--- src/design/tllc_pkg.sv ---
// shared types and constants for the three-light lane controller
package tllc_pkg;

   // lane state codes, also the value shown on the result lane_state field
   typedef enum logic [2:0] {
      LANE_OFF     = 3'd0,
      LANE_TO_STOP = 3'd1,
      LANE_STOP    = 3'd2,
      LANE_TO_GO   = 3'd3,
      LANE_GO      = 3'd4,
      LANE_OOO     = 3'd5
   } lane_mode_type;

   // request codes carried with a state request
   typedef enum logic [1:0] {
      REQ_OFF  = 2'd0,
      REQ_STOP = 2'd1,
      REQ_GO   = 2'd2,
      REQ_OOO  = 2'd3
   } request_type;

   // transaction kind
   localparam logic OP_TICK    = 1'b0;
   localparam logic OP_REQUEST = 1'b1;

   // configuration register indexes
   localparam logic [1:0] CSR_TRANSITION_TICKS = 2'd0;
   localparam logic [1:0] CSR_BLINK_TICKS      = 2'd1;
   localparam logic [1:0] CSR_LIGHTS_FITTED    = 2'd2;

   localparam int unsigned CSR_DATA_WIDTH  = 16;
   localparam int unsigned CSR_INDEX_WIDTH = 2;

   // light bits: bit0 red, bit1 yellow, bit2 green
   localparam logic [2:0] LIGHT_NONE   = 3'b000;
   localparam logic [2:0] LIGHT_RED    = 3'b001;
   localparam logic [2:0] LIGHT_YELLOW = 3'b010;
   localparam logic [2:0] LIGHT_GREEN  = 3'b100;
   localparam logic [2:0] LIGHT_ALL    = 3'b111;

   // register reset values
   localparam logic [CSR_DATA_WIDTH-1:0] RESET_TRANSITION_TICKS = 16'd2000;
   localparam logic [CSR_DATA_WIDTH-1:0] RESET_BLINK_TICKS      = 16'd1500;

endpackage

--- src/design/three_light_lane_controller_core.sv ---
// three-light lane controller: request/tick handling, timers and light drive
//
//   channel | direction | handshake                    | payload
//   --------+-----------+------------------------------+-------------------------------
//   req     | in        | req_valid / req_ready        | req_op, req_request
//   rsp     | out       | rsp_valid / rsp_ready        | rsp_red_on, rsp_yellow_on,
//           |           |                              | rsp_green_on, rsp_lane_state
//   csr     | in        | csr_write_en (no wait)       | csr_index, csr_write_data
//
// the lane state and both counters update at the accepting edge and the result
// register loads in the same edge.
// a new transaction is taken every cycle while the result register is empty or
// is being drained; a stalled result holds req_ready low.
// reset (synchronous) sets the lane off, clears timers and loads register defaults.
module three_light_lane_controller_core #(
   parameter int unsigned TIMER_WIDTH = 16
) (
   input  logic                                  clock,
   input  logic                                  reset,
   // request channel
   input  logic                                  req_valid,
   output logic                                  req_ready,
   input  logic                                  req_op,
   input  logic [1:0]                            req_request,
   // result channel
   output logic                                  rsp_valid,
   input  logic                                  rsp_ready,
   output logic                                  rsp_red_on,
   output logic                                  rsp_yellow_on,
   output logic                                  rsp_green_on,
   output logic [2:0]                            rsp_lane_state,
   // configuration port
   input  logic                                  csr_write_en,
   input  logic [tllc_pkg::CSR_INDEX_WIDTH-1:0]  csr_index,
   input  logic [tllc_pkg::CSR_DATA_WIDTH-1:0]   csr_write_data
);

   localparam logic [TIMER_WIDTH-1:0] TIMER_ZERO = '0;
   localparam logic [TIMER_WIDTH-1:0] TIMER_ONE  = {{(TIMER_WIDTH-1){1'b0}}, 1'b1};

   // configuration registers
   logic [tllc_pkg::CSR_DATA_WIDTH-1:0] transition_ticks_ff;
   logic [tllc_pkg::CSR_DATA_WIDTH-1:0] blink_ticks_ff;
   logic [2:0]                          lights_fitted_ff;

   // lane state
   tllc_pkg::lane_mode_type mode_ff, mode_in;
   logic [TIMER_WIDTH-1:0]  trans_count_ff, trans_count_in;
   logic [TIMER_WIDTH-1:0]  blink_count_ff, blink_count_in;
   logic [2:0]              light_bits_ff, light_bits_in;

   // result register
   logic       rsp_valid_ff;
   logic [2:0] rsp_lights_ff;
   logic [2:0] rsp_state_ff;

   logic                    accept;
   logic [TIMER_WIDTH-1:0]  trans_cut, blink_cut;
   logic [TIMER_WIDTH-1:0]  trans_load, blink_load;
   logic [TIMER_WIDTH-1:0]  trans_dec, blink_dec;
   logic                    tick_in_transition, tick_in_blink;
   tllc_pkg::request_type   req_code;

   assign req_ready = !rsp_valid_ff || rsp_ready;
   assign accept    = req_valid && req_ready;
   assign req_code  = tllc_pkg::request_type'(req_request);

   // period loads: cut to the timer width, zero acts as one
   assign trans_cut  = TIMER_WIDTH'(transition_ticks_ff);
   assign blink_cut  = TIMER_WIDTH'(blink_ticks_ff);
   assign trans_load = (trans_cut == TIMER_ZERO) ? TIMER_ONE : trans_cut;
   assign blink_load = (blink_cut == TIMER_ZERO) ? TIMER_ONE : blink_cut;

   assign trans_dec = trans_count_ff - TIMER_ONE;
   assign blink_dec = blink_count_ff - TIMER_ONE;

   assign tick_in_transition = (mode_ff == tllc_pkg::LANE_TO_STOP ||
                                mode_ff == tllc_pkg::LANE_TO_GO) &&
                               (trans_count_ff != TIMER_ZERO);
   assign tick_in_blink      = (mode_ff == tllc_pkg::LANE_OOO) &&
                               (blink_count_ff != TIMER_ZERO);

   // next lane state
   always_comb begin
      mode_in = mode_ff;
      if (req_op == tllc_pkg::OP_REQUEST) begin
         case (req_code)
            tllc_pkg::REQ_OFF:  mode_in = tllc_pkg::LANE_OFF;
            tllc_pkg::REQ_STOP: mode_in = tllc_pkg::LANE_TO_STOP;
            tllc_pkg::REQ_GO:   mode_in = tllc_pkg::LANE_TO_GO;
            tllc_pkg::REQ_OOO:  mode_in = tllc_pkg::LANE_OOO;
            default:            mode_in = mode_ff;
         endcase
      end else if (tick_in_transition && trans_dec == TIMER_ZERO) begin
         mode_in = (mode_ff == tllc_pkg::LANE_TO_STOP) ? tllc_pkg::LANE_STOP
                                                       : tllc_pkg::LANE_GO;
      end
   end

   // timers and light bits
   always_comb begin
      trans_count_in = trans_count_ff;
      blink_count_in = blink_count_ff;
      light_bits_in  = light_bits_ff;
      if (req_op == tllc_pkg::OP_REQUEST) begin
         case (req_code)
            tllc_pkg::REQ_OFF: begin
               light_bits_in  = tllc_pkg::LIGHT_NONE;
               trans_count_in = TIMER_ZERO;
               blink_count_in = TIMER_ZERO;
            end
            tllc_pkg::REQ_STOP: begin
               light_bits_in  = tllc_pkg::LIGHT_YELLOW;
               trans_count_in = trans_load;
               blink_count_in = TIMER_ZERO;
            end
            tllc_pkg::REQ_GO: begin
               light_bits_in  = tllc_pkg::LIGHT_RED | tllc_pkg::LIGHT_YELLOW;
               trans_count_in = trans_load;
               blink_count_in = TIMER_ZERO;
            end
            tllc_pkg::REQ_OOO: begin
               light_bits_in  = tllc_pkg::LIGHT_NONE;
               trans_count_in = TIMER_ZERO;
               blink_count_in = blink_load;
            end
            default: begin
               light_bits_in = light_bits_ff;
            end
         endcase
      end else if (tick_in_transition) begin
         trans_count_in = trans_dec;
         if (trans_dec == TIMER_ZERO) begin
            light_bits_in = (mode_ff == tllc_pkg::LANE_TO_STOP) ? tllc_pkg::LIGHT_RED
                                                                : tllc_pkg::LIGHT_GREEN;
         end
      end else if (tick_in_blink) begin
         if (blink_dec == TIMER_ZERO) begin
            light_bits_in  = light_bits_ff ^ tllc_pkg::LIGHT_YELLOW;
            blink_count_in = blink_load;
         end else begin
            blink_count_in = blink_dec;
         end
      end
   end

   // configuration writes
   always_ff @(posedge clock) begin
      if (reset) begin
         transition_ticks_ff <= tllc_pkg::RESET_TRANSITION_TICKS;
         blink_ticks_ff      <= tllc_pkg::RESET_BLINK_TICKS;
         lights_fitted_ff    <= tllc_pkg::LIGHT_ALL;
      end else if (csr_write_en) begin
         case (csr_index)
            tllc_pkg::CSR_TRANSITION_TICKS: transition_ticks_ff <= csr_write_data;
            tllc_pkg::CSR_BLINK_TICKS:      blink_ticks_ff      <= csr_write_data;
            tllc_pkg::CSR_LIGHTS_FITTED:    lights_fitted_ff    <= csr_write_data[2:0];
            default:                        ;
         endcase
      end
   end

   // lane state update on each transaction
   always_ff @(posedge clock) begin
      if (reset) begin
         mode_ff        <= tllc_pkg::LANE_OFF;
         trans_count_ff <= TIMER_ZERO;
         blink_count_ff <= TIMER_ZERO;
         light_bits_ff  <= tllc_pkg::LIGHT_NONE;
      end else if (accept) begin
         mode_ff        <= mode_in;
         trans_count_ff <= trans_count_in;
         blink_count_ff <= blink_count_in;
         light_bits_ff  <= light_bits_in;
      end
   end

   // result valid
   always_ff @(posedge clock) begin
      if (reset) begin
         rsp_valid_ff <= 1'b0;
      end else if (accept) begin
         rsp_valid_ff <= 1'b1;
      end else if (rsp_ready) begin
         rsp_valid_ff <= 1'b0;
      end
   end

   // result payload, masked by fitted lights
   always_ff @(posedge clock) begin
      if (accept) begin
         rsp_lights_ff <= light_bits_in & lights_fitted_ff;
         rsp_state_ff  <= 3'(mode_in);
      end
   end

   assign rsp_valid      = rsp_valid_ff;
   assign rsp_red_on     = rsp_lights_ff[0];
   assign rsp_yellow_on  = rsp_lights_ff[1];
   assign rsp_green_on   = rsp_lights_ff[2];
   assign rsp_lane_state = rsp_state_ff;

endmodule

--- config.mk ---
export PLATFORM = sky130hd
export DESIGN_NAME = three_light_lane_controller_core
export DESIGN_NICKNAME = d
export VERILOG_FILES = /design/src/design/tllc_pkg.sv /design/src/design/three_light_lane_controller_core.sv
export SDC_FILE = /design/constraint.sdc
export NUM_CORES = 1
export LEC_CHECK = 0
export ABC_AREA = 1
export BUFFER_PORTS_ARGS = -buffer_cell sky130_fd_sc_hd__buf_4
export CELL_PAD_IN_SITES_DETAIL_PLACEMENT = 0
export CELL_PAD_IN_SITES_GLOBAL_PLACEMENT = 1
export CORE_MARGIN = 1.5
export CORE_UTILIZATION = 25
export CTS_CLUSTER_DIAMETER = 30
export CTS_CLUSTER_SIZE = 28
export DETAILED_ROUTE_END_ITERATION = 16
export PLACE_DENSITY_LB_ADDON = 0.05
export SETUP_SLACK_MARGIN = 0.15
export SKIP_LAST_GASP = 1
export SLEW_MARGIN = 10
export SYNTH_ARGS = -nofsm -noshare
export SYNTH_HDL_FRONTEND = slang
export SYNTH_SLANG_ARGS = --single-unit
--- constraint.sdc ---
create_clock -name clock -period 2.08 [get_ports clock]
set_clock_uncertainty 0.15 [all_clocks]
set_input_delay 0.52 -clock clock [delete_from_list [all_inputs] [get_ports clock]]
set_output_delay 0.52 -clock clock [all_outputs]
set_load 0.01 [all_outputs]
; After elaboration in Yosys (flattened, before gate mapping)
; Cells that the tools add are included.
[classes]
bitwise_logic = 2
order_cmp = 0
reduce_logical = 26
shifts = 0
mux = 23
n_eq_ne = 9
div_mod_pow = 0
multipliers = 0
addsub = 2
[op_table]
columns = cell, n
row1 = 16-bit 2-to-1 mux, 8
row2 = 16-bit logical NOT, 4
row3 = 16-bit one-hot mux with 2 select lines, 2
row4 = 16-bit nonzero test, 2
row5 = "16-bit by 1-bit subtractor with 16-bit output, second input constant", 2
row6 = 3-bit 2-to-1 mux, 7
row7 = 3-bit one-hot mux with 4 select lines, 1
row8 = 3-bit one-hot mux with 3 select lines, 1
row9 = 2-bit AND reduction, 4
row10 = "2-bit == test, second input constant", 3
row11 = 2-bit nonzero test, 3
row12 = "2-bit by 1-bit == test with 1-bit output, second input constant", 2
row13 = 1-bit logical AND, 4
row14 = 2-bit logical NOT, 2
row15 = 2-bit 2-to-1 mux, 2
row16 = 2-bit OR reduction, 2
row17 = 3-bit bitwise AND, 1
row18 = "3-bit by 1-bit == test with 1-bit output, second input constant", 1
row19 = "3-bit by 2-bit == test with 1-bit output, second input constant", 1
row20 = "3-bit == test, second input constant", 1
row21 = 3-bit AND reduction, 1
row22 = 3-bit OR reduction, 1
row23 = 1-bit logical OR, 2
row24 = 1-bit 2-to-1 mux, 2
row25 = other kinds (3), 3
[totals]
wordCells = 72
ff_bits = 80
mem_bits_ro = 0
n_memories = 0
ram_bits = 0
latch_bits = 0

; Logic depth before layout (Yosys ltp)
[depth]
depth_word = 7
depth_mapped = 18
ltp_nobuf = 18

; Least setup slack after synthesis
; No wires, ideal clock.
[synth_timing]
path_kind = reg2reg
from = register blink_count_ff[0]
to = register blink_count_ff[2]
path_buffers = 1
required_ns = 1.808
setup_ns = 0.122
synth_period_minus_slack_ns = 2.105
path_stages_with_launch = 14
arrival_ns = 1.832
setup_slack_ns = -0.025
cell_sequence = dfxtp_1 -> inv_2 -> ha_1 -> xnor2_1 -> nand2_1 -> nor2_1 -> nand2_1 -> nor2_1 -> nand2_1 -> nor2_2 -> nand2_2 -> buf_2 -> o211ai_1 -> a21oi_1
[synth_between]
elab_chain_cells = 6
elab_cells_between_ends = 10
cone_classes = add/sub (1) / mux (4) / reduce/logical (5)
[synth_rtl]
columns = element, line
row1 = from (decl), three_light_lane_controller_core.sv:49  ; logic [TIMER_WIDTH-1:0] blink_count_ff, blink_count_in;
row2 = from (signal assigned), three_light_lane_controller_core.sv:173  ; blink_count_ff <= blink_count_in;
row3 = 16-bit by 1-bit subtractor with 16-bit output, three_light_lane_controller_core.sv:75  ; assign blink_dec = blink_count_ff - TIMER_ONE;
row4 = 16-bit logical NOT, three_light_lane_controller_core.sv:138  ; if (blink_dec == TIMER_ZERO) begin
row5 = 16-bit 2-to-1 mux, three_light_lane_controller_core.sv:138
row6 = 16-bit 2-to-1 mux, three_light_lane_controller_core.sv:137  ; end else if (tick_in_blink) begin
row7 = 16-bit 2-to-1 mux, three_light_lane_controller_core.sv:131  ; end else if (tick_in_transition) begin
row8 = 16-bit 2-to-1 mux, three_light_lane_controller_core.sv:105  ; if (req_op == tllc_pkg::OP_REQUEST) begin
; Parallel ways exist; a longest one is shown, timed or not. The select of a mux whose other input is x is not followed.
; A chain may end at the register's enable or synchronous reset.

; Final worst setup path
[layout_timing]
from = register trans_count_ff[0]
to = register rsp_state_ff[2], in the netlist rsp_lane_state[2] (data pin)
[layout_between]
elab_chain_cells = 5
elab_cells_between_ends = 7
cone_classes = add/sub (1) / mux (2) / reduce/logical (4)
[layout_rtl]
columns = element, line
row1 = from (decl), three_light_lane_controller_core.sv:48  ; logic [TIMER_WIDTH-1:0] trans_count_ff, trans_count_in;
row2 = from (signal assigned), three_light_lane_controller_core.sv:172  ; trans_count_ff <= trans_count_in;
row3 = 16-bit by 1-bit subtractor with 16-bit output / 16-bit nonzero test (equally long branches), "three_light_lane_controller_core.sv:74, three_light_lane_controller_core.sv:79"
row4 = 16-bit logical NOT / 1-bit logical AND (equally long branches), "three_light_lane_controller_core.sv:94, three_light_lane_controller_core.sv:78"
row5 = 1-bit logical AND (*), three_light_lane_controller_core.sv:94  ; end else if (tick_in_transition && trans_dec == TIMER_ZERO) begin
row6 = 3-bit 2-to-1 mux (*), three_light_lane_controller_core.sv:94
row7 = 3-bit 2-to-1 mux (*), three_light_lane_controller_core.sv:86  ; if (req_op == tllc_pkg::OP_REQUEST) begin
row8 = via mode_in[2], three_light_lane_controller_core.sv:47  ; tllc_pkg::lane_mode_type mode_ff, mode_in;
row9 = to (signal assigned), three_light_lane_controller_core.sv:193  ; rsp_state_ff <= 3'(mode_in);
row10 = to (decl), three_light_lane_controller_core.sv:55  ; logic [2:0] rsp_state_ff;
; Mark *: on every way through the listed nets, which the timed path passes. The rest lies on a longest branch.

==> qor.csv <==
metric,value,unit
dp_slack,-0.343,ns
die_h,135,um
p_per_area,770,nW/um^2
vias,4750,
cts_hold_buf,0,
coreArea,17200,um^2
rsz0062_at_grt,yes,
synthDistinctLibCells,35,
period_minus_slack,2.22,ns
cts_root_buffer,clkbuf_16,
endpoint_kind,register,
grt_overflow_total,0,
grt_pass1_wl,25.5,mm
io_pins,34,
syn_nets,672,
die_w,135,um
row_count,48,
postRouteWirelength,16.3,mm
via_per_inst,4.70,
hold_class,primary input to register,
cts_buffer_depth,2,
hold_violations,0,
syn_inst,639,
cts_buffers,9,
seq_area,1680,um^2
arrival,2.18,ns
diodes,0,
power.total,0.00519,W
insertion_delay,0.35,ns
ys_seq_area_share,38.1,%
dp_hpwl,11.7,mm
fp.dieArea,18300,um^2
slew_viol_final,0,
r2r_start,trans_count_ff[0],
ys_warn_count,0,
startpoint_type,register,
grt_max_degree,70,
start_util,25.4,%
ant_nets,0,
final_common_cell,buf_4,
wl_per_cell,16.1,um
syn_avg_cell_area,6.83,um^2
place_area,5610,um^2
grt_use_total,18.5,%
drive_gt1_share,37.4,%
grt_pass1_vias,4488,
cts.htree.levels,3,
ir_drop,0.385,mV
worst_pin_slew,0.564,ns
violations,negative setup slack,
critical_path_class,register to register,
timing.fmax,450,MHz
tritoncts,built,
path_clk_slew,0.06,ns
cp_max_fo,4,
required,2.03,ns
syn_to_final_growth,54.5,%
max_cap_violations,0,
drt_iter0_drc,272,
gp_congestion,0.842,
finalCritPeriodShare,107,%
multi_input_area,2780,um^2
startpoint,trans_count_ff[0],
ys_ff_latch,80,
fillers,1826,
setup-violations-final,32,
num-nets-final,814,
hold_start,csr_write_data[8],
fin_ws,-0.143,ns
final_cell_mix,"buf_4, nand2_1, inv_1, dfxtp_1, nor2_1",
design_area,6740,um^2
leakagePower,3.03,nW
route.detailed.drc,0,
status,"complete, but fails checks",
port_buffers,33,
antenna_found_initial,0,
first_pass_iters,9,
clkSinkCount,80,
syn_area,4360,um^2
slew_headroom,62.3,%
-- critical path, stage by stage (launching register included) --
cell	delay, ns
dfxtp_2	0.33
inv_4	0.09
ha_4	0.18
nand2_4	0.07
nor2_4	0.17
nand3_2	0.12
o211ai_1	0.17
buf_4	0.16
nor2_4	0.04
nand3b_1	0.17
buf_4	0.15
nand3_2	0.05
o21ai_2	0.07
inv_1	0.05
-- metrics by stage --
step	util (%)	hold slack, ns	TNS [ns]	std cells
after global placement	32.7	0.307	-6.81	965
after CTS	37.5	0.236	-1.16	1003
after global routing	39.2	0.245	-7.14	1011
after floorplan	-	0.286	0	639
after detailed placement	32.7	0.311	-6.13	965
final	39.2	0.243	-1.73	1011
-- final timing paths --
| check | to | slack, ns | depth (start not counted) |
|---|---|---|---|
| worst min register to register | lights_fitted_ff[1] | 0.33 | 2 |
| worst max register to register | rsp_lane_state[2] | -0.14 | 13 |
| worst max-delay path | rsp_lane_state[2] | -0.14 | 13 |
| worst min-delay path | trans_cut[8] | 0.24 | 3 |
-- synthesized netlist by cell type, drive strengths merged --
cell / number / area (um^2)
edfxtp: 6 / 180
nand4: 6 / 37.5
inv: 75 / 282
nor2: 80 / 348
clkbuf: 21 / 78.8
o22ai: 7 / 43.8
clkinv: 1 / 3.75
o21ai: 67 / 339
a31oi: 2 / 12.5
nand3b: 9 / 67.6
nor4: 5 / 31.3
a21boi: 3 / 22.5
nand3: 32 / 160
nor3: 6 / 35.0
nand2: 134 / 510
a221oi: 4 / 35.0
dfxtp: 74 / 1480
a22oi: 10 / 75.1
o211ai: 15 / 113
buf: 3 / 21.3
a21oi: 66 / 345
a41oi: 1 / 8.76
xor2: 2 / 17.5
ha: 7 / 87.6
xnor2: 3 / 26.3
-- what timing repair did --
action,4_1_cts,5_1_grt
endpoints found under the hold margin,0,0
pin swaps,27,17
setup buffers,19,6
cloned,3,2
gates resized for setup,102,50
endpoints found under the setup margin,44,44
-- layer usage --
metal	vias up	GRT usage, %	wire, um
met4	0	4.48	182
li1	2438	-	-
met3	15	3.53	745
met5	-	0	0
met1	2204	28.4	8530
met2	93	26.0	6820
-- sequential cells by signal, indices dropped and copies added (netlist names) --
signal and count:
rsp_lights_ff 3, rsp_valid 1, rsp_lane_state 3, blink_cut 16
lights_fitted_ff 3, trans_cut 16, light_bits_ff 3, mode_ff 3
blink_count_ff 16, trans_count_ff 16
-- cell families after synthesis --
family	synth area share, %
xor+xnor	1.00
fa+ha+maj	2.01
simple gates	27.3
flops	38.1
buf+inv	8.83
compound gates	22.8
-- area by class of cell --
type	instances	share of cell area (%)
flip-flops and latches	80	24.9
repair buffers	155	20.5
clock inverters	5	0.910
inverters	76	4.59
well taps	225	4.18
clock buffers	11	3.77
multi-input cells	459	41.2
-- where the power goes --
group | switching, W | internal, W
logic | 0.000879 | 0.000812
clock network | 0.000710 | 0.00101
registers | 0.000116 | 0.00166
total | 0.00171 | 0.00349
No activity file was read; power rests on OpenSTA's default activity.
